<file path="config.mk">
export PLATFORM = sky130hd
export DESIGN_NAME = double_ended_queue_unit_flat
export DESIGN_NICKNAME = d
export VERILOG_FILES = /design/src/rtl/core/deq_pkg.sv /design/src/rtl/core/deq_in_if.sv /design/src/rtl/core/deq_out_if.sv /design/src/rtl/core/double_ended_queue_unit.sv /design/src/flat_wrapper.sv
export SDC_FILE = /design/constraint.sdc
export NUM_CORES = 1
export LEC_CHECK = 0
export BUFFER_PORTS_ARGS = -buffer_cell sky130_fd_sc_hd__buf_2
export CAP_MARGIN = 40
export CORE_ASPECT_RATIO = 0.7
export CORE_MARGIN = 5
export CORE_UTILIZATION = 57
export DETAILED_ROUTE_END_ITERATION = 6
export GPL_ROUTABILITY_DRIVEN = 0
export PLACE_DENSITY = 0.75
export SYNTH_ARGS = -nofsm -noshare
export SYNTH_HDL_FRONTEND = slang
export SYNTH_SLANG_ARGS = --single-unit
</file>
<file path="constraint.sdc">
create_clock -name clk_i -period 5.4 [get_ports clk_i]
set_clock_uncertainty 0.2 [all_clocks]
set_input_delay 1.08 -clock clk_i [delete_from_list [all_inputs] [get_ports clk_i]]
set_output_delay 1.08 -clock clk_i [all_outputs]
set_load 0.03 [all_outputs]
</file>
<file path="src/rtl/core/deq_pkg.sv">
// ----------------------------------------------------------------------------
// deq_pkg: shared types and constants of the double-ended queue
// Ring size, field widths, operation and status codes, ring index helpers.
// ----------------------------------------------------------------------------
package deq_pkg;

  // Ring geometry
  localparam int Capacity = 16;
  localparam int IdxW     = $clog2(Capacity);
  localparam int CntW     = $clog2(Capacity + 1);

  // Item field widths
  localparam int KindW = 3;
  localparam int DataW = 8;
  localparam int StatW = 2;
  localparam int OccW  = 5;

  typedef logic [IdxW-1:0]  idx_t;
  typedef logic [CntW-1:0]  cnt_t;
  typedef logic [DataW-1:0] data_t;

  // Requested operation
  typedef enum logic [KindW-1:0] {
    KindPushFront = 3'd0,
    KindPushBack  = 3'd1,
    KindPopFront  = 3'd2,
    KindPopBack   = 3'd3,
    KindClear     = 3'd4
  } kind_e;

  // Result status
  typedef enum logic [StatW-1:0] {
    StatDone  = 2'd0,
    StatEmpty = 2'd1,
    StatFull  = 2'd2
  } status_e;

  // Control states
  typedef enum logic {
    StIdle,
    StRead
  } state_e;

  // Next ring position
  function automatic idx_t ring_inc(idx_t i);
    idx_t r;
    r = (i == idx_t'(Capacity - 1)) ? '0 : i + idx_t'(1);
    return r;
  endfunction

  // Previous ring position
  function automatic idx_t ring_dec(idx_t i);
    idx_t r;
    r = (i == '0) ? idx_t'(Capacity - 1) : i - idx_t'(1);
    return r;
  endfunction

endpackage

</file>
<file path="src/rtl/core/deq_in_if.sv">
// ----------------------------------------------------------------------------
// deq_in_if: request channel of the double-ended queue
// Valid/ready handshake carrying the operation kind and the byte to push.
// ----------------------------------------------------------------------------
interface deq_in_if;
  logic                        valid;
  logic                        ready;
  logic [deq_pkg::KindW-1:0]   kind;
  logic [deq_pkg::DataW-1:0]   data_in;

  modport source (output valid, output kind, output data_in, input ready);
  modport sink   (input valid, input kind, input data_in, output ready);
endinterface

</file>
<file path="src/rtl/core/deq_out_if.sv">
// ----------------------------------------------------------------------------
// deq_out_if: result channel of the double-ended queue
// Valid/ready handshake carrying status, removed byte, both ends and count.
// ----------------------------------------------------------------------------
interface deq_out_if;
  logic                        valid;
  logic                        ready;
  logic [deq_pkg::StatW-1:0]   status;
  logic [deq_pkg::DataW-1:0]   removed_value;
  logic [deq_pkg::DataW-1:0]   front_value;
  logic [deq_pkg::DataW-1:0]   rear_value;
  logic [deq_pkg::OccW-1:0]    occupancy;
  logic                        is_empty;

  modport source (output valid, output status, output removed_value,
                  output front_value, output rear_value, output occupancy,
                  output is_empty, input ready);
  modport sink   (input valid, input status, input removed_value,
                  input front_value, input rear_value, input occupancy,
                  input is_empty, output ready);
endinterface

</file>
<file path="src/rtl/core/double_ended_queue_unit.sv">
// ----------------------------------------------------------------------------
// double_ended_queue_unit: byte-wide double-ended queue on a ring memory
// One request item in, one result item out; bytes live in a synchronous RAM.
// ----------------------------------------------------------------------------
// The queue keeps its bytes in a ring RAM with a registered read port,
// plus head, tail and count registers and a copy of the front and rear bytes.
// Pushes, clears, refused requests and unused kinds finish in the cycle they
// are accepted: the result is registered at that edge. A successful pop goes
// through the read state, as the new front or rear byte is read from the RAM
// into a register first. A new item is taken as soon as the unit is idle and
// its result register is empty or being drained, so pushes flow at one item
// per cycle, while a pop holds off the next item until its read state ends.
// Clear only resets the pointers and count; stale bytes are never reported.
module double_ended_queue_unit (
  input  logic              clk_i,
  input  logic              rst_ni,
  deq_in_if.sink            in_i,
  deq_out_if.source         out_o
);

  // Ring storage
  deq_pkg::data_t mem_q [deq_pkg::Capacity];
  deq_pkg::data_t rdata_q;

  // Pointers, count and cached ends
  deq_pkg::idx_t   head_q, head_d;
  deq_pkg::idx_t   tail_q, tail_d;
  deq_pkg::cnt_t   count_q, count_d;
  deq_pkg::data_t  front_q, front_d;
  deq_pkg::data_t  rear_q, rear_d;
  deq_pkg::state_e state_q, state_d;
  logic            pend_front_q, pend_front_d;

  // Result register
  logic             out_valid_q, out_valid_d;
  deq_pkg::status_e out_status_q, out_status_d;
  deq_pkg::data_t   out_removed_q, out_removed_d;
  deq_pkg::data_t   out_front_q, out_front_d;
  deq_pkg::data_t   out_rear_q, out_rear_d;
  deq_pkg::cnt_t    out_count_q, out_count_d;

  // RAM controls
  logic           mem_we, mem_re;
  deq_pkg::idx_t  waddr, raddr;
  deq_pkg::data_t wdata;

  logic           in_ready, in_fire, is_full, is_empty;
  deq_pkg::kind_e kind;

  assign is_full  = (count_q == deq_pkg::cnt_t'(deq_pkg::Capacity));
  assign is_empty = (count_q == '0);
  assign in_ready = (state_q == deq_pkg::StIdle) && (!out_valid_q || out_o.ready);
  assign in_fire  = in_i.valid && in_ready;
  assign kind     = deq_pkg::kind_e'(in_i.kind);

  // Next state, RAM access and result
  always_comb begin
    head_d        = head_q;
    tail_d        = tail_q;
    count_d       = count_q;
    front_d       = front_q;
    rear_d        = rear_q;
    state_d       = state_q;
    pend_front_d  = pend_front_q;
    out_valid_d   = out_valid_q && !out_o.ready;
    out_status_d  = out_status_q;
    out_removed_d = out_removed_q;
    out_front_d   = out_front_q;
    out_rear_d    = out_rear_q;
    out_count_d   = out_count_q;
    mem_we        = 1'b0;
    mem_re        = 1'b0;
    waddr         = tail_q;
    raddr         = head_q;
    wdata         = in_i.data_in;

    unique case (state_q)
      deq_pkg::StIdle: begin
        if (in_fire) begin
          out_status_d  = deq_pkg::StatDone;
          out_removed_d = '0;
          case (kind)
            deq_pkg::KindPushFront: begin
              if (is_full) begin
                out_status_d = deq_pkg::StatFull;
              end else begin
                head_d  = deq_pkg::ring_dec(head_q);
                waddr   = deq_pkg::ring_dec(head_q);
                mem_we  = 1'b1;
                count_d = count_q + deq_pkg::cnt_t'(1);
                front_d = in_i.data_in;
                if (is_empty) begin
                  rear_d = in_i.data_in;
                end
              end
            end
            deq_pkg::KindPushBack: begin
              if (is_full) begin
                out_status_d = deq_pkg::StatFull;
              end else begin
                waddr   = tail_q;
                mem_we  = 1'b1;
                tail_d  = deq_pkg::ring_inc(tail_q);
                count_d = count_q + deq_pkg::cnt_t'(1);
                rear_d  = in_i.data_in;
                if (is_empty) begin
                  front_d = in_i.data_in;
                end
              end
            end
            deq_pkg::KindPopFront: begin
              if (is_empty) begin
                out_status_d = deq_pkg::StatEmpty;
              end else begin
                out_removed_d = front_q;
                head_d        = deq_pkg::ring_inc(head_q);
                raddr         = deq_pkg::ring_inc(head_q);
                mem_re        = 1'b1;
                count_d       = count_q - deq_pkg::cnt_t'(1);
                pend_front_d  = 1'b1;
                state_d       = deq_pkg::StRead;
              end
            end
            deq_pkg::KindPopBack: begin
              if (is_empty) begin
                out_status_d = deq_pkg::StatEmpty;
              end else begin
                out_removed_d = rear_q;
                tail_d        = deq_pkg::ring_dec(tail_q);
                raddr         = deq_pkg::ring_dec(deq_pkg::ring_dec(tail_q));
                mem_re        = 1'b1;
                count_d       = count_q - deq_pkg::cnt_t'(1);
                pend_front_d  = 1'b0;
                state_d       = deq_pkg::StRead;
              end
            end
            deq_pkg::KindClear: begin
              head_d  = '0;
              tail_d  = '0;
              count_d = '0;
            end
            default: begin
            end
          endcase
          // Results that need no RAM read are complete now
          if (state_d == deq_pkg::StIdle) begin
            out_valid_d = 1'b1;
            out_count_d = count_d;
            out_front_d = (count_d != '0) ? front_d : '0;
            out_rear_d  = (count_d != '0) ? rear_d : '0;
          end
        end
      end
      deq_pkg::StRead: begin
        // New end byte has arrived from the ring
        if (pend_front_q) begin
          front_d = rdata_q;
        end else begin
          rear_d = rdata_q;
        end
        out_valid_d = 1'b1;
        out_count_d = count_q;
        out_front_d = (count_q != '0) ? front_d : '0;
        out_rear_d  = (count_q != '0) ? rear_d : '0;
        state_d     = deq_pkg::StIdle;
      end
      default: begin
        state_d = deq_pkg::StIdle;
      end
    endcase
  end

  // Ring RAM: one write or one registered read per item
  always_ff @(posedge clk_i) begin
    if (mem_we) begin
      mem_q[waddr] <= wdata;
    end
    if (mem_re) begin
      rdata_q <= mem_q[raddr];
    end
  end

  // Control registers
  always_ff @(posedge clk_i or negedge rst_ni) begin
    if (!rst_ni) begin
      head_q       <= '0;
      tail_q       <= '0;
      count_q      <= '0;
      state_q      <= deq_pkg::StIdle;
      pend_front_q <= 1'b0;
      out_valid_q  <= 1'b0;
    end else begin
      head_q       <= head_d;
      tail_q       <= tail_d;
      count_q      <= count_d;
      state_q      <= state_d;
      pend_front_q <= pend_front_d;
      out_valid_q  <= out_valid_d;
    end
  end

  // Payload registers
  always_ff @(posedge clk_i) begin
    front_q       <= front_d;
    rear_q        <= rear_d;
    out_status_q  <= out_status_d;
    out_removed_q <= out_removed_d;
    out_front_q   <= out_front_d;
    out_rear_q    <= out_rear_d;
    out_count_q   <= out_count_d;
  end

  // Ports
  assign in_i.ready          = in_ready;
  assign out_o.valid         = out_valid_q;
  assign out_o.status        = out_status_q;
  assign out_o.removed_value = out_removed_q;
  assign out_o.front_value   = out_front_q;
  assign out_o.rear_value    = out_rear_q;
  assign out_o.occupancy     = deq_pkg::OccW'(out_count_q);
  assign out_o.is_empty      = (out_count_q == '0);

`ifndef SYNTHESIS
  // Count stays within the ring
  assert property (@(posedge clk_i) disable iff (!rst_ni)
    count_q <= deq_pkg::cnt_t'(deq_pkg::Capacity))
    else $error("deque count beyond capacity");

  // A pending read always completes into the result register
  assert property (@(posedge clk_i) disable iff (!rst_ni)
    state_q == deq_pkg::StRead |=> out_valid_q && state_q == deq_pkg::StIdle)
    else $error("deque read did not deliver a result");

  // A successful push grows the count by one
  assert property (@(posedge clk_i) disable iff (!rst_ni)
    in_fire && !is_full &&
    (kind == deq_pkg::KindPushFront || kind == deq_pkg::KindPushBack)
    |=> count_q == $past(count_q) + deq_pkg::cnt_t'(1))
    else $error("deque push count mismatch");

  // Nothing is taken while a result would be overwritten
  assert property (@(posedge clk_i) disable iff (!rst_ni)
    in_fire |-> !out_valid_q || out_o.ready)
    else $error("deque accepted an item over an undrained result");
`endif

endmodule
</file>
<file path="src/flat_wrapper.sv">
// flat-port wrapper written by rule: the top's interface ports become plain ports
module double_ended_queue_unit_flat 
  (clk_i, rst_ni, in_i_valid, in_i_kind, in_i_data_in, in_i_ready, out_o_valid, out_o_status, out_o_removed_value, out_o_front_value, out_o_rear_value, out_o_occupancy, out_o_is_empty, out_o_ready);
  deq_in_if in_i_i ();
  deq_out_if out_o_i ();
  input  logic clk_i;
  input  logic rst_ni;
  input wire logic [$bits(in_i_i.valid)-1:0] in_i_valid;
  input wire logic [$bits(in_i_i.kind)-1:0] in_i_kind;
  input wire logic [$bits(in_i_i.data_in)-1:0] in_i_data_in;
  output wire logic [$bits(in_i_i.ready)-1:0] in_i_ready;
  output wire logic [$bits(out_o_i.valid)-1:0] out_o_valid;
  output wire logic [$bits(out_o_i.status)-1:0] out_o_status;
  output wire logic [$bits(out_o_i.removed_value)-1:0] out_o_removed_value;
  output wire logic [$bits(out_o_i.front_value)-1:0] out_o_front_value;
  output wire logic [$bits(out_o_i.rear_value)-1:0] out_o_rear_value;
  output wire logic [$bits(out_o_i.occupancy)-1:0] out_o_occupancy;
  output wire logic [$bits(out_o_i.is_empty)-1:0] out_o_is_empty;
  input wire logic [$bits(out_o_i.ready)-1:0] out_o_ready;
  assign in_i_i.valid = in_i_valid;
  assign in_i_i.kind = in_i_kind;
  assign in_i_i.data_in = in_i_data_in;
  assign in_i_ready = in_i_i.ready;
  assign out_o_valid = out_o_i.valid;
  assign out_o_status = out_o_i.status;
  assign out_o_removed_value = out_o_i.removed_value;
  assign out_o_front_value = out_o_i.front_value;
  assign out_o_rear_value = out_o_i.rear_value;
  assign out_o_occupancy = out_o_i.occupancy;
  assign out_o_is_empty = out_o_i.is_empty;
  assign out_o_i.ready = out_o_ready;
  double_ended_queue_unit u_core (.clk_i(clk_i), .rst_ni(rst_ni), .in_i(in_i_i), .out_o(out_o_i));
endmodule
</file>
# Yosys cells after proc, flatten, opt, wreduce, memory -nomap -nowiden
# Memories as Yosys holds them, arrays and structs flattened. A register that Yosys moved wholly into a read port is not among the register bits.
# Cells that the tools add are included.
[classes]
add_sub_neg = 7
n_eq_ne = 13
muxes = 77
n_bitwise = 1
n_reduce_logical = 24
[op_table]
columns = ["operator", "n"]
rows = [
  ["$mux W8", 20],
  ["$pmux W8 S2", 7],
  ["$mux W4", 16],
  ["$mux W5", 6],
  ["$pmux W4 S3", 2],
  ["$mux W1", 18],
  ["$pmux W5 S3", 1],
  ["$logic_not A4 Y1", 3],
  ["$sub A4 B1 Y4 const B", 3],
  ["$logic_not A5 Y1", 2],
  ["$ne A2 B2 Y1 const B", 5],
  ["$pmux W5 S2", 1],
  ["$reduce_and A5 Y1", 2],
  ["$reduce_bool A5 Y1", 2],
  ["$add A4 B1 Y4 const B", 2],
  ["$eq A4 B4 Y1 const B", 2],
  ["$pmux W4 S2", 1],
  ["$eq A3 B2 Y1 const B", 2],
  ["$pmux W1 S2", 3],
  ["$reduce_bool A3 Y1", 2],
  ["$add A5 B1 Y5 const B", 1],
  ["$eq A5 B5 Y1 const B", 1],
  ["$sub A5 B1 Y5 const B", 1],
  ["$pmux W2 S2", 1],
  ["13 further kinds", 18],
]
[totals]
reg_bits = 63
mem_bits_rw = 128
inputBits = 15
out_inout_bits = 34
elab_cells = 136
memories = 1
[mem_list]
columns = ["memory", "depth", "word_bits", "rd", "rd_ports_with_merged_regs", "wr", "line", "text"]
rows = [
  ["u_core.mem_q", 16, 8, 1, 1, 1, "double_ended_queue_unit.sv:22", "deq_pkg::data_t mem_q [deq_pkg::Capacity];"],
]

# Logic depth before layout (Yosys ltp)
[depth]
depth_word = 11
mapped_depth = 14
depth_no_buf = 11

# Least setup slack after synthesis
# No wires, ideal clock.
[synth_timing]
path_type = "input port to flip-flop"
startpoint = "input port out_o_ready"
endpoint = "register u_core.rdata_q[3], read port of u_core.mem_q, data pin"
setup_time_ns = 0.261
t_arrival_ns = 3.041
t_required_ns = 4.939
setup_slack_ns = 1.898
cell_stages = 10
path_buffers = 1
cell_sequence = "nand2b_1 > nand2_1 > inv_2 > nand2_4 > inv_2 > a21oi_4 > buf_6 > mux4_2 > a22oi_1 > nand3_1"
[synth_between]
elab_chain_cells = 5
elab_cells_between_ends = 7
classes_between = "mux: 4; reduce/logical: 3"
[synth_rtl]
columns = ["item", "line", "text"]
rows = [
  ["start, declared", "flat_wrapper.sv:19", "input wire logic [$bits(out_o_i.ready)-1:0] out_o_ready;"],
  ["$logic_or A1 B1 Y1", "double_ended_queue_unit.sv:52", "assign in_ready = (state_q == deq_pkg::StIdle) && (!out_valid_q || out_o.ready);"],
  ["$logic_and A1 B1 Y1", "double_ended_queue_unit.sv:52", ""],
  ["$logic_and A1 B1 Y1", "double_ended_queue_unit.sv:53", "assign in_fire = in_i.valid && in_ready;"],
  ["$mux W1", "double_ended_queue_unit.sv:79", "if (in_fire) begin"],
  ["$mux W1", "double_ended_queue_unit.sv:77", "unique case (state_q)"],
  ["named net u_core.mem_re", "double_ended_queue_unit.sv:43", "logic mem_we, mem_re;"],
  ["end, declared", "double_ended_queue_unit.sv:23", "deq_pkg::data_t rdata_q;"],
]
# The timed path passes the listed nets, and every way through them passes these cells.
# A chain may end at the register's enable or synchronous reset.

# Worst setup path in the final report
[layout_timing]
startpoint = "register u_core.count_q[0]"
endpoint = "register u_core.out_rear_q[3] (netlist: u_core.out_o.rear_value[3]), data pin"
[layout_between]
elab_chain_cells = 10
elab_cells_between_ends = 20
classes_between = "add/sub: 2; eq/ne: 1; mux: 14; reduce/logical: 3"
[layout_rtl]
columns = ["item", "line", "text"]
rows = [
  ["start, declared", "double_ended_queue_unit.sv:28", "deq_pkg::cnt_t count_q, count_d;"],
  ["start signal, assigned", "double_ended_queue_unit.sv:195", "count_q <= count_d;"],
  ["$sub A5 B1 Y5 (tied with other cells)", "double_ended_queue_unit.sv:119, double_ended_queue_unit.sv:132", ""],
  ["$mux W5, on equally long branches", "--", ""],
  ["$pmux W5 S3", "double_ended_queue_unit.sv:82", "case (kind)"],
  ["$mux W5", "double_ended_queue_unit.sv:79", ""],
  ["$mux W5", "double_ended_queue_unit.sv:77", ""],
  ["$reduce_bool A5 Y1", "double_ended_queue_unit.sv:150", "out_rear_d = (count_d != '0) ? rear_d : '0;"],
  ["$mux W8", "double_ended_queue_unit.sv:150", ""],
  ["$mux W8", "double_ended_queue_unit.sv:146", "if (state_d == deq_pkg::StIdle) begin"],
  ["$mux W8", "double_ended_queue_unit.sv:79", ""],
  ["$pmux W8 S2 *", "double_ended_queue_unit.sv:77", ""],
  ["named net u_core.out_rear_d[3]", "double_ended_queue_unit.sv:39", "deq_pkg::data_t out_rear_q, out_rear_d;"],
  ["end signal, assigned", "double_ended_queue_unit.sv:209", "out_rear_q <= out_rear_d;"],
  ["end, declared", "double_ended_queue_unit.sv:39", ""],
]
# The timed path passes the listed nets; every way through them passes the cells marked *. The select of a mux whose other input is x is not followed.

==> impl_metrics.json <==
{
  "crit_end": "u_core.out_o.rear_value[3]",
  "antenna_found_initial": 0,
  "overflow": 0,
  "antenna_left": 0,
  "worst_slew_pin_slew_ps": 926,
  "cp_num_buf_inv": 1,
  "vias_per_cell": 6.45,
  "maxCapViolCount": 0,
  "core_area_mm2": 0.0163,
  "htreeDepth": 4,
  "cts_tree": "yes",
  "crit_fanout": 15,
  "postPlaceCellArea_mm2": 0.00999,
  "async_flop_share": 0.0804,
  "crit_path_start": "u_core.count_q[0]",
  "cp.depth": 9,
  "die_w_um": 164,
  "final-hold-violation-count": 0,
  "port_buffers": 48,
  "first_pass_iters": 5,
  "synthCells": 720,
  "regToRegSetupSlack_ps": 1260,
  "grt_pass1_vias": 5992,
  "syn_area_mm2": 0.00951,
  "initialDrtViolationCount": 795,
  "yosysUniqueCellTypes": 68,
  "antennaDiodeCount": 0,
  "die_area_mm2": 0.0194,
  "initial_utilization": 0.582,
  "outcome": "complete, no violations",
  "fin_crit_sh": 0.768,
  "yosysWarningCount": 0,
  "clockBufferDepth": 2,
  "drive_gt1_frac": 0.164,
  "arrival_ps": 4080,
  "required_ps": 5330,
  "cts_hold_buf": 0,
  "seq_power_share": 0.399,
  "internal_power_uw": 3390,
  "rsz0062_at_grt": "no",
  "comb_power_share": 0.374,
  "ys.flop_type": "edfxtp_1",
  "power_uw": 5340,
  "ioPinCount": 49,
  "avgRoutedWirePerCell_um": 22.2,
  "routed_wl_um": 22100,
  "grt_max_degree": 63,
  "maxSlewHeadroom": 0.380,
  "cts_setup_buffers": 0,
  "clkPwrFrac": 0.226,
  "syn_nets": 746,
  "std_cell_rows": 39,
  "grt_pass1_wl_um": 34700,
  "leakage_uw": 0.00380,
  "clkTransAtPathRegs_ps": 70,
  "root_buffer": "clkbuf_16",
  "end_kind": "flop",
  "fin_ws_ps": 1260,
  "start_kind": "flop",
  "grt_usage": 0.235,
  "fin_crit_ps": 4140,
  "fin_util": 0.645,
  "ys_seq_area_frac": 0.620,
  "area_delta_synth_final_pct": 10.9,
  "synth_edf_count": 183,
  "report.final.slew_viol_count": 0,
  "cp_cell_sequence": "inv_1 > ha_1 > or4b_1 > nand2_1 > o221ai_1 > a21oi_1 > nand4_1 > o21bai_2 > o22ai_1",
  "max_freq_ghz": 0.241,
  "insertion_delay_ps": 440,
  "ir_worst_vdd_uv": 281,
  "dp.final_hpwl_um": 14800,
  "switching_share": 0.366,
  "cpPeakStageDelay_ps": 730,
  "ys_seq_elements": 199,
  "avgSynthCellArea_um2": 13.2,
  "power.density_mw_per_mm2": 507,
  "crit_slowest_cell": "or4b_1",
  "rr_startpoint": "u_core.count_q[0]",
  "cp_top_family": "simple AND/OR/NAND/NOR gates",
  "fin_nets": 789,
  "drcViolationCount": 0,
  "place_ws_ps": 1330,
  "path_class": "flop to flop",
  "cts-resized-gates": 0,
  "die_h_um": 118,
  "vias": 6440,
  "fin_setup_tns_ps": 0,
  "min_path_type": "flop to flop",
  "power_switching_uw": 1960,
  "reg2regPathDepth": 9,
  "setup_viol": 0,
  "clock-sinks": 199,
  "stdcell_area_mm2": 0.0105,
  "cts_made_buffers": 17,
  "rr_endpoint": "u_core.out_o.rear_value[3]"
}
==> synthesized netlist by cell type, types with 11 or more instances <==
cell	count	area, um2
clkbuf_1	17	63.8
a211oi_1	17	128
nor3_1	12	60.1
a21oi_1	28	140
o21ai_0	29	145
mux4_2	16	360
ha_1	11	138
mux2i_1	52	521
o22ai_1	20	125
nand2_1	53	199
a211o_1	14	123
edfxtp_1	183	5500
nor2b_1	26	163
inv_1	13	48.8
nor2_1	49	184
dfrtp_1	16	400
nand3_1	25	125
buf_2	14	70.1
==> cell families (layout without fill, tap and decap cells) <==
| logic type | after synthesis | count (layout) | share of synthesized area |
|---|---|---|---|
| compound gates | 174 | 174 | 0.127 |
| xor+xnor | 2 | 2 | 0.00184 |
| fa+ha+maj | 11 | 11 | 0.0145 |
| buf+inv | 56 | 110 | 0.0276 |
| flops | 199 | 199 | 0.620 |
| mux | 72 | 72 | 0.0974 |
| simple gates | 206 | 206 | 0.111 |
==> area by class of cell <==
| cell class | count | area (um2) |
|---|---|---|
| fillers | 1191 | 5800 |
| clock buffers | 20 | 437 |
| well taps | 225 | 282 |
| repair buffers | 65 | 408 |
| clock inverters | 10 | 106 |
| flip-flops and latches | 199 | 5900 |
| inverters | 15 | 56.3 |
| multi-input cells | 465 | 3360 |
==> routing by layer <==
metal	up-vias	GRT usage	routed length (um)
met1	3124	0.359	9390
met4	0	0.0639	392
li1	2886	-	-
met2	388	0.339	9960
met3	42	0.0564	2410
met5	-	0	0
==> worst min-delay path, stage by stage, from the launching register on <==
cell and delay, ps:
dfrtp_1 340, nand2b_1 80, nand2b_1 80
==> flip-flops by register name (all words and copies together), names as in the netlist, 2 cells and up <==
name	cells
u_core.tail_q	4
u_core.out_o.front_value	8
u_core.rear_q	8
u_core.out_o.status	2
u_core.head_q	4
u_core.rdata_q	8
u_core.out_o.occupancy	5
u_core.out_o.rear_value	8
u_core.out_o.removed_value	8
u_core.count_q	5
u_core.mem_q	128
u_core.front_q	8
==> per-stage QoR <==
step	cells	hold WS, ps
floorplan	720	349
global placement	959	312
detailed placement	968	315
CTS	998	331
global route	999	374
finish	999	338
==> layout by cell type, fill, tap and decap left out, types with 4 or more instances in the layout <==
cell type | synthesis | routed
nand2b_1 | 10 | 10
nor3_1 | 12 | 12
mux2i_1 | 52 | 52
nor2_1 | 49 | 49
mux2_2 | 4 | 4
nand2_1 | 53 | 53
nand3_1 | 25 | 25
clkbuf_16 | 0 | 17
ha_1 | 11 | 11
a21o_1 | 4 | 4
a211oi_1 | 17 | 17
a221o_1 | 8 | 8
o211ai_1 | 9 | 9
inv_1 | 13 | 13
nor2b_1 | 26 | 26
nor3b_1 | 8 | 8
a21oi_1 | 28 | 27
o21ai_0 | 29 | 29
a31oi_1 | 5 | 5
a211o_1 | 14 | 14
and3_1 | 4 | 4
dfrtp_1 | 16 | 16
a22oi_1 | 8 | 8
buf_4 | 3 | 14
o21ai_1 | 5 | 5
buf_2 | 14 | 48
o22ai_1 | 20 | 20
mux4_2 | 16 | 16
edfxtp_1 | 183 | 183
==> how the worst min path moves through the flow <==
| stage | endpoint | depth (start not counted) | from | slack (ps) |
|---|---|---|---|---|
| detailed placement | u_core.out_o.valid | 2 | u_core.out_o.valid | 320 |
| global placement | u_core.out_o.valid | 2 | u_core.out_o.valid | 310 |
| finish | u_core.out_o.valid | 2 | u_core.out_o.valid | 340 |
| CTS | u_core.out_o.valid | 2 | u_core.out_o.valid | 330 |
| floorplan | u_core.count_q[1] | 2 | u_core.count_q[1] | 350 |
| global route | u_core.out_o.valid | 2 | u_core.out_o.valid | 370 |
==> power groups by stage <==
stage / sequential, uW / combinational [uW] / clock [uW]
CTS: 2130 / 1970 / 1220
floorplan: 2210 / 1400 / 0
global route: 2160 / 2170 / 1290
detailed placement: 2160 / 1960 / 0
global placement: 2150 / 1890 / 0
finish: 2130 / 2000 / 1210
Power figures use the tool's default switching activity.
